File: src/rtl/wfp_pkg.sv
// ----------------------------------------------------------------------------
// wfp_pkg: shared types and constants for the wall following PD steering block
// Field widths, register indexes, result case codes and the structs that
// travel between the configuration bank, the datapath and the top level.
// ----------------------------------------------------------------------------
package wfp_pkg;

    localparam int DIST_W     = 12;
    localparam int TARGET_W   = 9;
    localparam int SPEED_W    = 15;
    localparam int TURN_W     = 16;
    localparam int GAIN_W     = 16;
    localparam int ERR_W      = 14;
    localparam int CFG_IDX_W  = 3;
    localparam int CFG_DATA_W = 16;

    // side readings at or above this are out of range
    localparam int SIDE_LIMIT = 300;

    // register indexes on the configuration channel
    typedef enum logic [CFG_IDX_W-1:0] {
        REG_FOLLOW_RIGHT   = 3'd0,
        REG_TARGET_DIST    = 3'd1,
        REG_BASE_SPEED     = 3'd2,
        REG_MAX_TURN       = 3'd3,
        REG_PROP_GAIN      = 3'd4,
        REG_DERIV_GAIN     = 3'd5,
        REG_FRONT_STOP     = 3'd6
    } reg_index_t;

    // which branch produced a result
    typedef enum logic [1:0] {
        CASE_TRACK         = 2'd0,
        CASE_SIDE_INVALID  = 2'd1,
        CASE_FRONT_BLOCKED = 2'd2
    } case_t;

    typedef struct packed {
        logic                  follow_right;
        logic [TARGET_W-1:0]   target_distance;
        logic [SPEED_W-1:0]    base_speed;
        logic [SPEED_W-1:0]    max_turn;
        logic [GAIN_W-1:0]     prop_gain;
        logic [GAIN_W-1:0]     deriv_gain;
        logic [DIST_W-1:0]     front_stop_distance;
    } cfg_t;

    typedef struct packed {
        logic [DIST_W-1:0] left_distance;
        logic [DIST_W-1:0] right_distance;
        logic [DIST_W-1:0] front_distance;
    } sample_t;

    typedef struct packed {
        logic [SPEED_W-1:0]       forward_speed;
        logic signed [TURN_W-1:0] turn_rate;
        case_t                    case_taken;
    } result_t;

endpackage

File: src/rtl/wfp_if.sv
// ----------------------------------------------------------------------------
// wfp_if: channel interfaces for the wall following PD steering block
// Sensor input channel, steering command channel and configuration write
// channel, each with valid, ready and payload and a source and sink modport.
// ----------------------------------------------------------------------------
interface wfp_sensor_if;
    logic                         valid;
    logic                         ready;
    logic [wfp_pkg::DIST_W-1:0]   left_distance;
    logic [wfp_pkg::DIST_W-1:0]   right_distance;
    logic [wfp_pkg::DIST_W-1:0]   front_distance;

    modport source (output valid, output left_distance, output right_distance,
                    output front_distance, input ready);
    modport sink   (input valid, input left_distance, input right_distance,
                    input front_distance, output ready);
endinterface

interface wfp_command_if;
    logic                                valid;
    logic                                ready;
    logic [wfp_pkg::SPEED_W-1:0]         forward_speed;
    logic signed [wfp_pkg::TURN_W-1:0]   turn_rate;
    logic [1:0]                          case_taken;

    modport source (output valid, output forward_speed, output turn_rate,
                    output case_taken, input ready);
    modport sink   (input valid, input forward_speed, input turn_rate,
                    input case_taken, output ready);
endinterface

interface wfp_cfg_if;
    logic                             valid;
    logic                             ready;
    logic [wfp_pkg::CFG_IDX_W-1:0]    index;
    logic [wfp_pkg::CFG_DATA_W-1:0]   data;

    modport source (output valid, output index, output data, input ready);
    modport sink   (input valid, input index, input data, output ready);
endinterface

File: src/rtl/wfp_cfg_regs.sv
// ----------------------------------------------------------------------------
// wfp_cfg_regs: configuration register bank
// Decodes writes on the configuration channel into the seven control
// registers; writes to unused indexes are taken and dropped.
// ----------------------------------------------------------------------------
module wfp_cfg_regs (
    input  logic               clk,
    input  logic               rst_n,
    wfp_cfg_if.sink            cfg,
    output wfp_pkg::cfg_t      regs
);

    wfp_pkg::cfg_t regs_reg;
    wfp_pkg::cfg_t regs_next;

    // always take a write
    assign cfg.ready = 1'b1;
    assign regs      = regs_reg;

    // decode the write index
    always_comb
    begin
        regs_next = regs_reg;
        if (cfg.valid)
        begin
            unique case (cfg.index)
                wfp_pkg::REG_FOLLOW_RIGHT:
                    regs_next.follow_right = cfg.data[0];
                wfp_pkg::REG_TARGET_DIST:
                    regs_next.target_distance = cfg.data[wfp_pkg::TARGET_W-1:0];
                wfp_pkg::REG_BASE_SPEED:
                    regs_next.base_speed = cfg.data[wfp_pkg::SPEED_W-1:0];
                wfp_pkg::REG_MAX_TURN:
                    regs_next.max_turn = cfg.data[wfp_pkg::SPEED_W-1:0];
                wfp_pkg::REG_PROP_GAIN:
                    regs_next.prop_gain = cfg.data[wfp_pkg::GAIN_W-1:0];
                wfp_pkg::REG_DERIV_GAIN:
                    regs_next.deriv_gain = cfg.data[wfp_pkg::GAIN_W-1:0];
                wfp_pkg::REG_FRONT_STOP:
                    regs_next.front_stop_distance = cfg.data[wfp_pkg::DIST_W-1:0];
                default:
                    regs_next = regs_reg;
            endcase
        end
    end

    // hold the registers
    always_ff @(posedge clk or negedge rst_n)
    begin
        if (!rst_n)
        begin
            regs_reg.follow_right        <= 1'b1;
            regs_reg.target_distance     <= wfp_pkg::TARGET_W'(20);
            regs_reg.base_speed          <= '0;
            regs_reg.max_turn            <= '0;
            regs_reg.prop_gain           <= '0;
            regs_reg.deriv_gain          <= '0;
            regs_reg.front_stop_distance <= wfp_pkg::DIST_W'(20);
        end
        else
        begin
            regs_reg <= regs_next;
        end
    end

endmodule

File: src/rtl/wfp_datapath.sv
// ----------------------------------------------------------------------------
// wfp_datapath: steering arithmetic for one sample
// Picks the followed side, forms the error and its change, chooses between
// the side invalid, front blocked and PD tracking cases, and clamps the turn.
// ----------------------------------------------------------------------------
module wfp_datapath (
    input  wfp_pkg::cfg_t                       cfg,
    input  wfp_pkg::sample_t                    sample,
    input  logic signed [wfp_pkg::ERR_W-1:0]    prev_error,
    output wfp_pkg::result_t                    result,
    output logic signed [wfp_pkg::ERR_W-1:0]    error,
    output logic                                track
);

    localparam int OP_W   = 11;
    localparam int PROD_W = wfp_pkg::GAIN_W + 1 + OP_W;
    localparam int SUM_W  = PROD_W + 1;
    localparam int CLMP_W = SUM_W + 1;

    logic [wfp_pkg::DIST_W-1:0]        wall_dist;
    logic signed [wfp_pkg::ERR_W:0]    derr;
    logic                              wall_in_range;
    logic                              blocked;
    logic signed [PROD_W-1:0]          p_term;
    logic signed [PROD_W-1:0]          d_term;
    logic signed [SUM_W-1:0]           pd_sum;
    logic signed [CLMP_W-1:0]          pd_turn;
    logic signed [CLMP_W-1:0]          lim;
    logic signed [CLMP_W-1:0]          pd_clamped;
    logic signed [wfp_pkg::TURN_W-1:0] half_turn;
    logic signed [wfp_pkg::TURN_W-1:0] full_turn;

    // select side and form error terms
    assign wall_dist = cfg.follow_right ? sample.right_distance : sample.left_distance;
    assign error = $signed({2'b00, wall_dist})
                 - $signed({{(wfp_pkg::ERR_W-wfp_pkg::TARGET_W){1'b0}}, cfg.target_distance});
    assign derr  = $signed({error[wfp_pkg::ERR_W-1], error})
                 - $signed({prev_error[wfp_pkg::ERR_W-1], prev_error});

    // classify the sample
    assign wall_in_range = (wall_dist != '0)
                        && (wall_dist < wfp_pkg::DIST_W'(wfp_pkg::SIDE_LIMIT));
    assign blocked    = (sample.front_distance != '0)
                     && (sample.front_distance < cfg.front_stop_distance);
    assign track      = wall_in_range && !blocked;

    // PD products; both operands stay within 11 bits in the tracking case
    assign p_term = $signed({1'b0, cfg.prop_gain})  * $signed(error[OP_W-1:0]);
    assign d_term = $signed({1'b0, cfg.deriv_gain}) * $signed(derr[OP_W-1:0]);
    assign pd_sum = $signed({p_term[PROD_W-1], p_term}) + $signed({d_term[PROD_W-1], d_term});

    // steer against the error on the right side, with it on the left
    assign pd_turn = cfg.follow_right ? -$signed({pd_sum[SUM_W-1], pd_sum})
                                      :  $signed({pd_sum[SUM_W-1], pd_sum});
    assign lim     = $signed({{(CLMP_W-wfp_pkg::SPEED_W){1'b0}}, cfg.max_turn});

    // saturate to the turn limit
    always_comb
    begin
        if (pd_turn > lim)
            pd_clamped = lim;
        else if (pd_turn < -lim)
            pd_clamped = -lim;
        else
            pd_clamped = pd_turn;
    end

    assign half_turn = $signed({2'b00, cfg.max_turn[wfp_pkg::SPEED_W-1:1]});
    assign full_turn = $signed({1'b0, cfg.max_turn});

    // choose the case
    always_comb
    begin
        if (!wall_in_range)
        begin
            result.forward_speed = {1'b0, cfg.base_speed[wfp_pkg::SPEED_W-1:1]};
            result.turn_rate     = cfg.follow_right ? half_turn : -half_turn;
            result.case_taken    = wfp_pkg::CASE_SIDE_INVALID;
        end
        else if (blocked)
        begin
            result.forward_speed = '0;
            result.turn_rate     = cfg.follow_right ? -full_turn : full_turn;
            result.case_taken    = wfp_pkg::CASE_FRONT_BLOCKED;
        end
        else
        begin
            result.forward_speed = cfg.base_speed;
            result.turn_rate     = pd_clamped[wfp_pkg::TURN_W-1:0];
            result.case_taken    = wfp_pkg::CASE_TRACK;
        end
    end

endmodule

File: src/rtl/wall_follow_pd_steering.sv
// ----------------------------------------------------------------------------
// wall_follow_pd_steering: PD wall following steering controller
// Turns left, right and front range readings into a forward speed and a
// clamped turn rate, tracking one stored error between samples.
// ----------------------------------------------------------------------------
//
//  channel   dir   handshake      payload
//  -------   ---   ------------   ----------------------------------------------
//  sensor    in    valid/ready    left_distance, right_distance, front_distance
//  command   out   valid/ready    forward_speed, turn_rate, case_taken
//  cfg       in    valid/ready    index, data (ready always high)
//
//  Command valid rises once an accepted item has passed the input register,
//  then the datapath into the result register. One item per cycle is
//  sustained while command ready stays high; the stored error updates as a
//  tracking-case item moves into the result register. Reset clears the
//  stored error, the pipeline valids and the configuration registers to their
//  defaults. A stalled command holds its item while one more item waits in
//  the input register; sensor ready drops only when both are full.
//
module wall_follow_pd_steering (
    input  logic        clk,
    input  logic        rst_n,
    wfp_sensor_if.sink  sensor,
    wfp_command_if.source command,
    wfp_cfg_if.sink     cfg
);

    wfp_pkg::cfg_t                      cfg_regs;
    wfp_pkg::result_t                   dp_result;
    logic signed [wfp_pkg::ERR_W-1:0]   dp_error;
    logic                               dp_track;

    logic                               s1_valid_reg;
    wfp_pkg::sample_t                   s1_sample_reg;
    logic                               s2_valid_reg;
    wfp_pkg::result_t                   s2_result_reg;
    logic signed [wfp_pkg::ERR_W-1:0]   prev_error_reg;

    logic                               s2_load;
    logic                               s1_fire;
    logic                               sensor_fire;

    wfp_cfg_regs u_cfg_regs (
        .clk   (clk),
        .rst_n (rst_n),
        .cfg   (cfg),
        .regs  (cfg_regs)
    );

    wfp_datapath u_datapath (
        .cfg        (cfg_regs),
        .sample     (s1_sample_reg),
        .prev_error (prev_error_reg),
        .result     (dp_result),
        .error      (dp_error),
        .track      (dp_track)
    );

    // pipeline flow control
    assign s2_load      = !s2_valid_reg || command.ready;
    assign s1_fire      = s1_valid_reg && s2_load;
    assign sensor.ready = !s1_valid_reg || s2_load;
    assign sensor_fire  = sensor.valid && sensor.ready;

    // advance valids and the stored error
    always_ff @(posedge clk or negedge rst_n)
    begin
        if (!rst_n)
        begin
            s1_valid_reg   <= 1'b0;
            s2_valid_reg   <= 1'b0;
            prev_error_reg <= '0;
        end
        else
        begin
            if (sensor.ready)
                s1_valid_reg <= sensor.valid;
            if (s2_load)
                s2_valid_reg <= s1_valid_reg;
            if (s1_fire && dp_track)
                prev_error_reg <= dp_error;
        end
    end

    // capture payloads
    always_ff @(posedge clk)
    begin
        if (sensor_fire)
        begin
            s1_sample_reg.left_distance  <= sensor.left_distance;
            s1_sample_reg.right_distance <= sensor.right_distance;
            s1_sample_reg.front_distance <= sensor.front_distance;
        end
        if (s1_fire)
            s2_result_reg <= dp_result;
    end

    // drive the command channel
    assign command.valid         = s2_valid_reg;
    assign command.forward_speed = s2_result_reg.forward_speed;
    assign command.turn_rate     = s2_result_reg.turn_rate;
    assign command.case_taken    = s2_result_reg.case_taken;

    // the stored error moves only with an item leaving the input register
    assert property (@(posedge clk) disable iff (!rst_n)
        !s1_fire |=> $stable(prev_error_reg))
        else $error("stored error changed without an item advancing");

    // an accepted item lands in the input register
    assert property (@(posedge clk) disable iff (!rst_n)
        sensor_fire |=> s1_valid_reg)
        else $error("accepted item lost at the input register");

    // a pending command never exceeds the turn limit
    assert property (@(posedge clk) disable iff (!rst_n)
        s2_valid_reg |->
            (s2_result_reg.turn_rate <= $signed({1'b0, cfg_regs.max_turn}))
            && (s2_result_reg.turn_rate >= -$signed({1'b0, cfg_regs.max_turn})))
        else $error("turn rate outside the turn limit");

endmodule
File: src/flat_wrapper.sv
// flat-port wrapper written by rule: the top's interface ports become plain ports
module wall_follow_pd_steering_flat 
  (clk, rst_n, sensor_valid, sensor_left_distance, sensor_right_distance, sensor_front_distance, sensor_ready, command_valid, command_forward_speed, command_turn_rate, command_case_taken, command_ready, cfg_valid, cfg_index, cfg_data, cfg_ready);
  wfp_sensor_if sensor_i ();
  wfp_command_if command_i ();
  wfp_cfg_if cfg_i ();
  input  logic clk;
  input  logic rst_n;
  input wire logic [$bits(sensor_i.valid)-1:0] sensor_valid;
  input wire logic [$bits(sensor_i.left_distance)-1:0] sensor_left_distance;
  input wire logic [$bits(sensor_i.right_distance)-1:0] sensor_right_distance;
  input wire logic [$bits(sensor_i.front_distance)-1:0] sensor_front_distance;
  output wire logic [$bits(sensor_i.ready)-1:0] sensor_ready;
  output wire logic [$bits(command_i.valid)-1:0] command_valid;
  output wire logic [$bits(command_i.forward_speed)-1:0] command_forward_speed;
  output wire logic [$bits(command_i.turn_rate)-1:0] command_turn_rate;
  output wire logic [$bits(command_i.case_taken)-1:0] command_case_taken;
  input wire logic [$bits(command_i.ready)-1:0] command_ready;
  input wire logic [$bits(cfg_i.valid)-1:0] cfg_valid;
  input wire logic [$bits(cfg_i.index)-1:0] cfg_index;
  input wire logic [$bits(cfg_i.data)-1:0] cfg_data;
  output wire logic [$bits(cfg_i.ready)-1:0] cfg_ready;
  assign sensor_i.valid = sensor_valid;
  assign sensor_i.left_distance = sensor_left_distance;
  assign sensor_i.right_distance = sensor_right_distance;
  assign sensor_i.front_distance = sensor_front_distance;
  assign sensor_ready = sensor_i.ready;
  assign command_valid = command_i.valid;
  assign command_forward_speed = command_i.forward_speed;
  assign command_turn_rate = command_i.turn_rate;
  assign command_case_taken = command_i.case_taken;
  assign command_i.ready = command_ready;
  assign cfg_i.valid = cfg_valid;
  assign cfg_i.index = cfg_index;
  assign cfg_i.data = cfg_data;
  assign cfg_ready = cfg_i.ready;
  wall_follow_pd_steering u_core (.clk(clk), .rst_n(rst_n), .sensor(sensor_i), .command(command_i), .cfg(cfg_i));
endmodule
File: config.mk
export PLATFORM = sky130hd
export DESIGN_NAME = wall_follow_pd_steering_flat
export DESIGN_NICKNAME = d
export VERILOG_FILES = /design/src/rtl/wfp_pkg.sv /design/src/rtl/wfp_if.sv /design/src/rtl/wfp_cfg_regs.sv /design/src/rtl/wfp_datapath.sv /design/src/rtl/wall_follow_pd_steering.sv /design/src/flat_wrapper.sv
export SDC_FILE = /design/constraint.sdc
export NUM_CORES = 1
export LEC_CHECK = 0
export BUFFER_PORTS_ARGS = -buffer_cell sky130_fd_sc_hd__buf_4
export CORE_MARGIN = 8
export CORE_UTILIZATION = 45
export CTS_CLUSTER_SIZE = 10
export DETAILED_ROUTE_END_ITERATION = 6
export PLACE_DENSITY_LB_ADDON = 0.05
export SLEW_MARGIN = 25
export SYNTH_ARGS = -nofsm -noshare
export SYNTH_HDL_FRONTEND = slang
export SYNTH_HIERARCHICAL = 1
export SYNTH_SLANG_ARGS = --single-unit
File: constraint.sdc
create_clock -name clk -period 12.9 [get_ports clk]
set_clock_uncertainty 0.15 [all_clocks]
set_input_delay 2.58 -clock clk [delete_from_list [all_inputs] [get_ports clk]]
set_output_delay 2.58 -clock clk [all_outputs]
set_load 0.02 [all_outputs]
==> results of run 1 <==
## layout make-up
class	instances	area, sq um	area share
Antenna cell	1	2.502	0.00009019
Clock buffer	21	481.7	0.01736
Clock inverter	11	112.6	0.004059
Inverter	439	1648	0.05939
Multi-Input combinational cell	1701	17470	0.6297
Sequential cell	166	4506	0.1624
Tap cell	680	850.8	0.03067
Timing Repair Buffer	343	2673	0.09632
## metal layers
metal  vias up  track usage  wire, microns
met5         -            0              0
met4         0      0.05605           1468
met2       468       0.4028          34850
met1      9282       0.3266          31780
li1       8335            -              -
met3        95      0.02954           3136
## path summary, 6_finish.rpt
kind	slack [ps]	endpoint	cells after the start
max reg2reg	350	u_core/command.turn_rate[15]	48
min	360	u_core/u_cfg_regs/regs[81]	1
max	350	u_core/command.turn_rate[15]	48
min reg2reg	360	u_core/u_cfg_regs/regs[81]	1
min in group asynchronous	2000	u_core/u_cfg_regs/regs[0]	1
max in group asynchronous	9430	u_core/u_cfg_regs/regs[44]	2
## what timing repair did
| action | 4_1_cts | 5_1_grt |
|---|---|---|
| endpoints found under the setup margin | 16 | 16 |
| pin swaps | 15 | 150 |
| gates cloned | 1 | 0 |
| resized for setup | 47 | 200 |
| buffers inserted | 7 | 21 |
| endpoints found under the hold margin | 0 | 0 |
## metrics by stage
stage / setup slack (ps) / hold slack [ps] / cells / utilization
global route: -105.9 / 368.4 / 3361 / 0.5452
CTS: 0.5631 / 360.2 / 3340 / 0.5242
global placement: -371.1 / 339.7 / 3300 / 0.5064
finish: 353.8 / 359.4 / 3362 / 0.5452
detailed placement: -511.0 / 344.1 / 3300 / 0.5064
floorplan: 7.344 / 319.7 / 2405 / -
==> results.json, run 1 <==
{
  "slew_headroom": 0.3372,
  "largest_register_ffs": 84,
  "place_area_sq_mm": 0.02577,
  "cp-start-kind": "register",
  "cts-root-buf": "clkbuf_16",
  "syn_nets": 2978,
  "drt_iter0_drc": 1099,
  "finalSetupTns_ps": 0,
  "endpoint_kind": "register",
  "cts_tree": "built",
  "row_count": 83,
  "yosys_warnings": 6,
  "place.gp.congestion": 0.9446,
  "critical_path.max_stage_delay_ps": 630,
  "syn_inst": 2405,
  "grt_overflow": 0,
  "crit_buf_inv": 7,
  "drive_above_1_share": 0.2622,
  "ant_nets": 0,
  "drc": 0,
  "syn_area_per_cell_sq_um": 9.558,
  "hold_viol": 0,
  "crit_path_max_fanout": 6,
  "fillCellCount": 4690,
  "worst-slew-pin-transition_ps": 994.2,
  "critPathLaunch": "u_core/u_cfg_regs/regs[83]",
  "start_util": 0.4517,
  "drt-pass1-iter-count": 5,
  "antenna_found_initial": 3,
  "fin_crit_sh": 0.9726,
  "cts_sinks": 166,
  "max_cap_viol_count": 0,
  "crit_type": "register to register",
  "core_sq_mm": 0.05089,
  "path_clk_slew_ps": 80,
  "numCtsBuffers": 17,
  "timing.rr.start": "u_core/u_cfg_regs/regs[83]",
  "slew_violations": 0,
  "cts-htree-levels": 4,
  "dpl.hpwl_microns": 57470,
  "cp.required_ps": 12930,
  "syn2layout_area_growth_pct": 20.71,
  "worstSkewPairLatency_ps": 440,
  "critical_path.most_common_cell": "fa_1",
  "cpLargestDelayFamily": "adder cells",
  "final_common_cell": "inv_1",
  "dieArea_sq_mm": 0.05857,
  "min_path_type": "register to register",
  "via_per_inst": 5.407,
  "cts_hold_buf": 0,
  "slowest_stage": "dfstp_2",
  "grt_pass1_wl_microns": 110400,
  "rsz0062_at_grt": "yes",
  "routed_wl_microns": 71240,
  "hp-start": "u_core/u_cfg_regs/regs[81]",
  "status": "complete, no violations",
  "grt_pass1_vias": 18930,
  "synth_area_sq_mm": 0.02299,
  "fmax_mhz": 79.71,
  "final_cell_area_sq_mm": 0.02775,
  "mostFrequentLayoutCells": "427 x inv_1, 326 x buf_4, 286 x fa_1, 274 x nand2_1, 195 x ha_1",
  "finalCriticalPeriod_ps": 12550,
  "io_buffer_count": 94,
  "grt_max_degree": 53,
  "die_y_microns": 242.0,
  "grt_util_all_layers": 0.2392,
  "ioPinCount": 96,
  "finalSetupViolations": 0,
  "fin_nets": 3241,
  "arrival_ps": 12570,
  "num_vias": 18180,
  "clock_path_buffers": 2,
  "fp.dieW_microns": 242.0,
  "wl_per_cell_microns": 21.19
}
Power of run 1 is not shown: default switching activity piles up to over one toggle a cycle in this logic, so the estimate is an artifact.
==> run 2: changes to the inputs <==
CTS_BUF_LIST = sky130_fd_sc_hd__clkbuf_8   (was default)
clock period = 13.21 ns   (was 12.9 ns; I/O delays follow)
==> results.json, run 2 (synthesis results as in run 1) <==
{
  "status": "complete, no violations",
  "cts_hold_buf": 0,
  "wl_per_cell_microns": 20.44,
  "crit_type": "register to register",
  "cpLargestDelayFamily": "adder cells",
  "cts_tree": "built",
  "slowest_stage": "dfstp_2",
  "final_cells": 3273,
  "finalCriticalPeriod_ps": 12840,
  "fin_crit_sh": 0.9723,
  "row_count": 83,
  "mostFrequentLayoutCells": "436 x inv_1, 292 x fa_1, 272 x nand2_1, 246 x buf_4, 193 x ha_1",
  "drive_above_1_share": 0.2173,
  "endpoint_kind": "register",
  "grt_max_degree": 52,
  "final_common_cell": "inv_1",
  "dpl.hpwl_microns": 53450,
  "die_y_microns": 242.0,
  "start_util": 0.4517,
  "dp.cells": 3209,
  "core_sq_mm": 0.05089,
  "ant_nets": 0,
  "fmax_mhz": 77.86,
  "grt_util_all_layers": 0.2300,
  "place.gp.congestion": 0.9193,
  "worst-slew-pin-transition_ps": 985.7,
  "grt_pass1_vias": 18740,
  "hold_ws_ps": 363.9,
  "slew_violations": 0,
  "max_cap_viol_count": 0,
  "clock_path_buffers": 2,
  "syn2layout_area_growth_pct": 15.65,
  "drt-pass1-iter-count": 5,
  "cp.required_ps": 13300,
  "finalSetupViolations": 0,
  "drc": 0,
  "grt_overflow": 0,
  "cts-root-buf": "clkbuf_8",
  "num_vias": 17580,
  "crit_buf_inv": 13,
  "dieArea_sq_mm": 0.05857,
  "ioPinCount": 96,
  "cts_sinks": 166,
  "antenna_found_initial": 4,
  "hold_viol": 0,
  "grt_pass1_wl_microns": 106800,
  "largest_register_ffs": 84,
  "fillCellCount": 4790,
  "numCtsBuffers": 17,
  "worstSkewPairLatency_ps": 510,
  "arrival_ps": 12940,
  "routed_wl_microns": 66920,
  "via_per_inst": 5.372,
  "path_clk_slew_ps": 90,
  "critical_path.most_common_cell": "fa_1",
  "io_buffer_count": 94,
  "cts-htree-levels": 4,
  "drt_iter0_drc": 1002,
  "fin_nets": 3151,
  "slew_headroom": 0.3429,
  "fp.dieW_microns": 242.0,
  "crit_path_max_fanout": 7,
  "critical_path.max_stage_delay_ps": 650,
  "min_path_type": "register to register",
  "cp-start-kind": "register"
}
-- run 2: through the flow --
step                utilization  setup WS [ps]  cell area, sq um  setup TNS (ps)
finish                   0.5224          365.7             26580               0
global route             0.5223         -117.2             26580           -1275
CTS                      0.5018          7.858             25530               0
detailed placement       0.4924         -377.1             25060           -4550
global placement         0.4924         -189.9             25060           -2276
floorplan                     -          74.58             22990               0
-- run 2: cell type report --
cell class                 count  area [sq um]  share of cell area
clock inverter                13         120.1            0.004518
inverter                     439          1648             0.06199
clock buffer                  19         261.5            0.009837
antenna                        2         5.005           0.0001883
sequential                   166          4506              0.1695
tap                          680         850.8             0.03200
multi-input combinational   1700         17200              0.6470
timing repair buffer         254          1994             0.07502
-- run 2: final timing paths --
kind,from,end,slack [ps],cells after the start
max,u_core/u_cfg_regs/regs[83],u_core/command.turn_rate[2],370,55
min,u_core/u_cfg_regs/regs[80],u_core/u_cfg_regs/regs[80],360,1
max reg2reg,u_core/u_cfg_regs/regs[83],u_core/command.turn_rate[2],370,55
min reg2reg,u_core/u_cfg_regs/regs[80],u_core/u_cfg_regs/regs[80],360,1
max in group asynchronous,rst_n,u_core/u_cfg_regs/regs[35],9690,2
min in group asynchronous,rst_n,u_core/u_cfg_regs/regs[27],2030,1
-- run 2: metal layers --
metal,vias to the layer above,share of wire,GRT usage
met1,8954,0.47,0.3266
met5,-,0.00019,0
met4,2,0.023,0.06066
met2,399,0.46,0.3659
li1,8141,-,-
met3,87,0.043,0.03263
-- run 2: repair_timing --
action,CTS,global route
setup endpoints to repair,16,16
cloned,0,1
gates resized for setup,21,161
pin swaps,1,58
buffers inserted,0,29
-- run 2: worst reg2reg max path: cells and delay by family, from the launching register on --
family	cells	cell delay, ps
adder cells (fa/ha/maj)	11	4640
AO/OA/AOI/OAI	16	2650
AND/OR/NAND/NOR	9	1680
buffers and inverters	13	1540
XOR/XNOR	4	700
flip-flops	1	650
multiplexers	2	590
Power of run 2 is left out for the same reason.
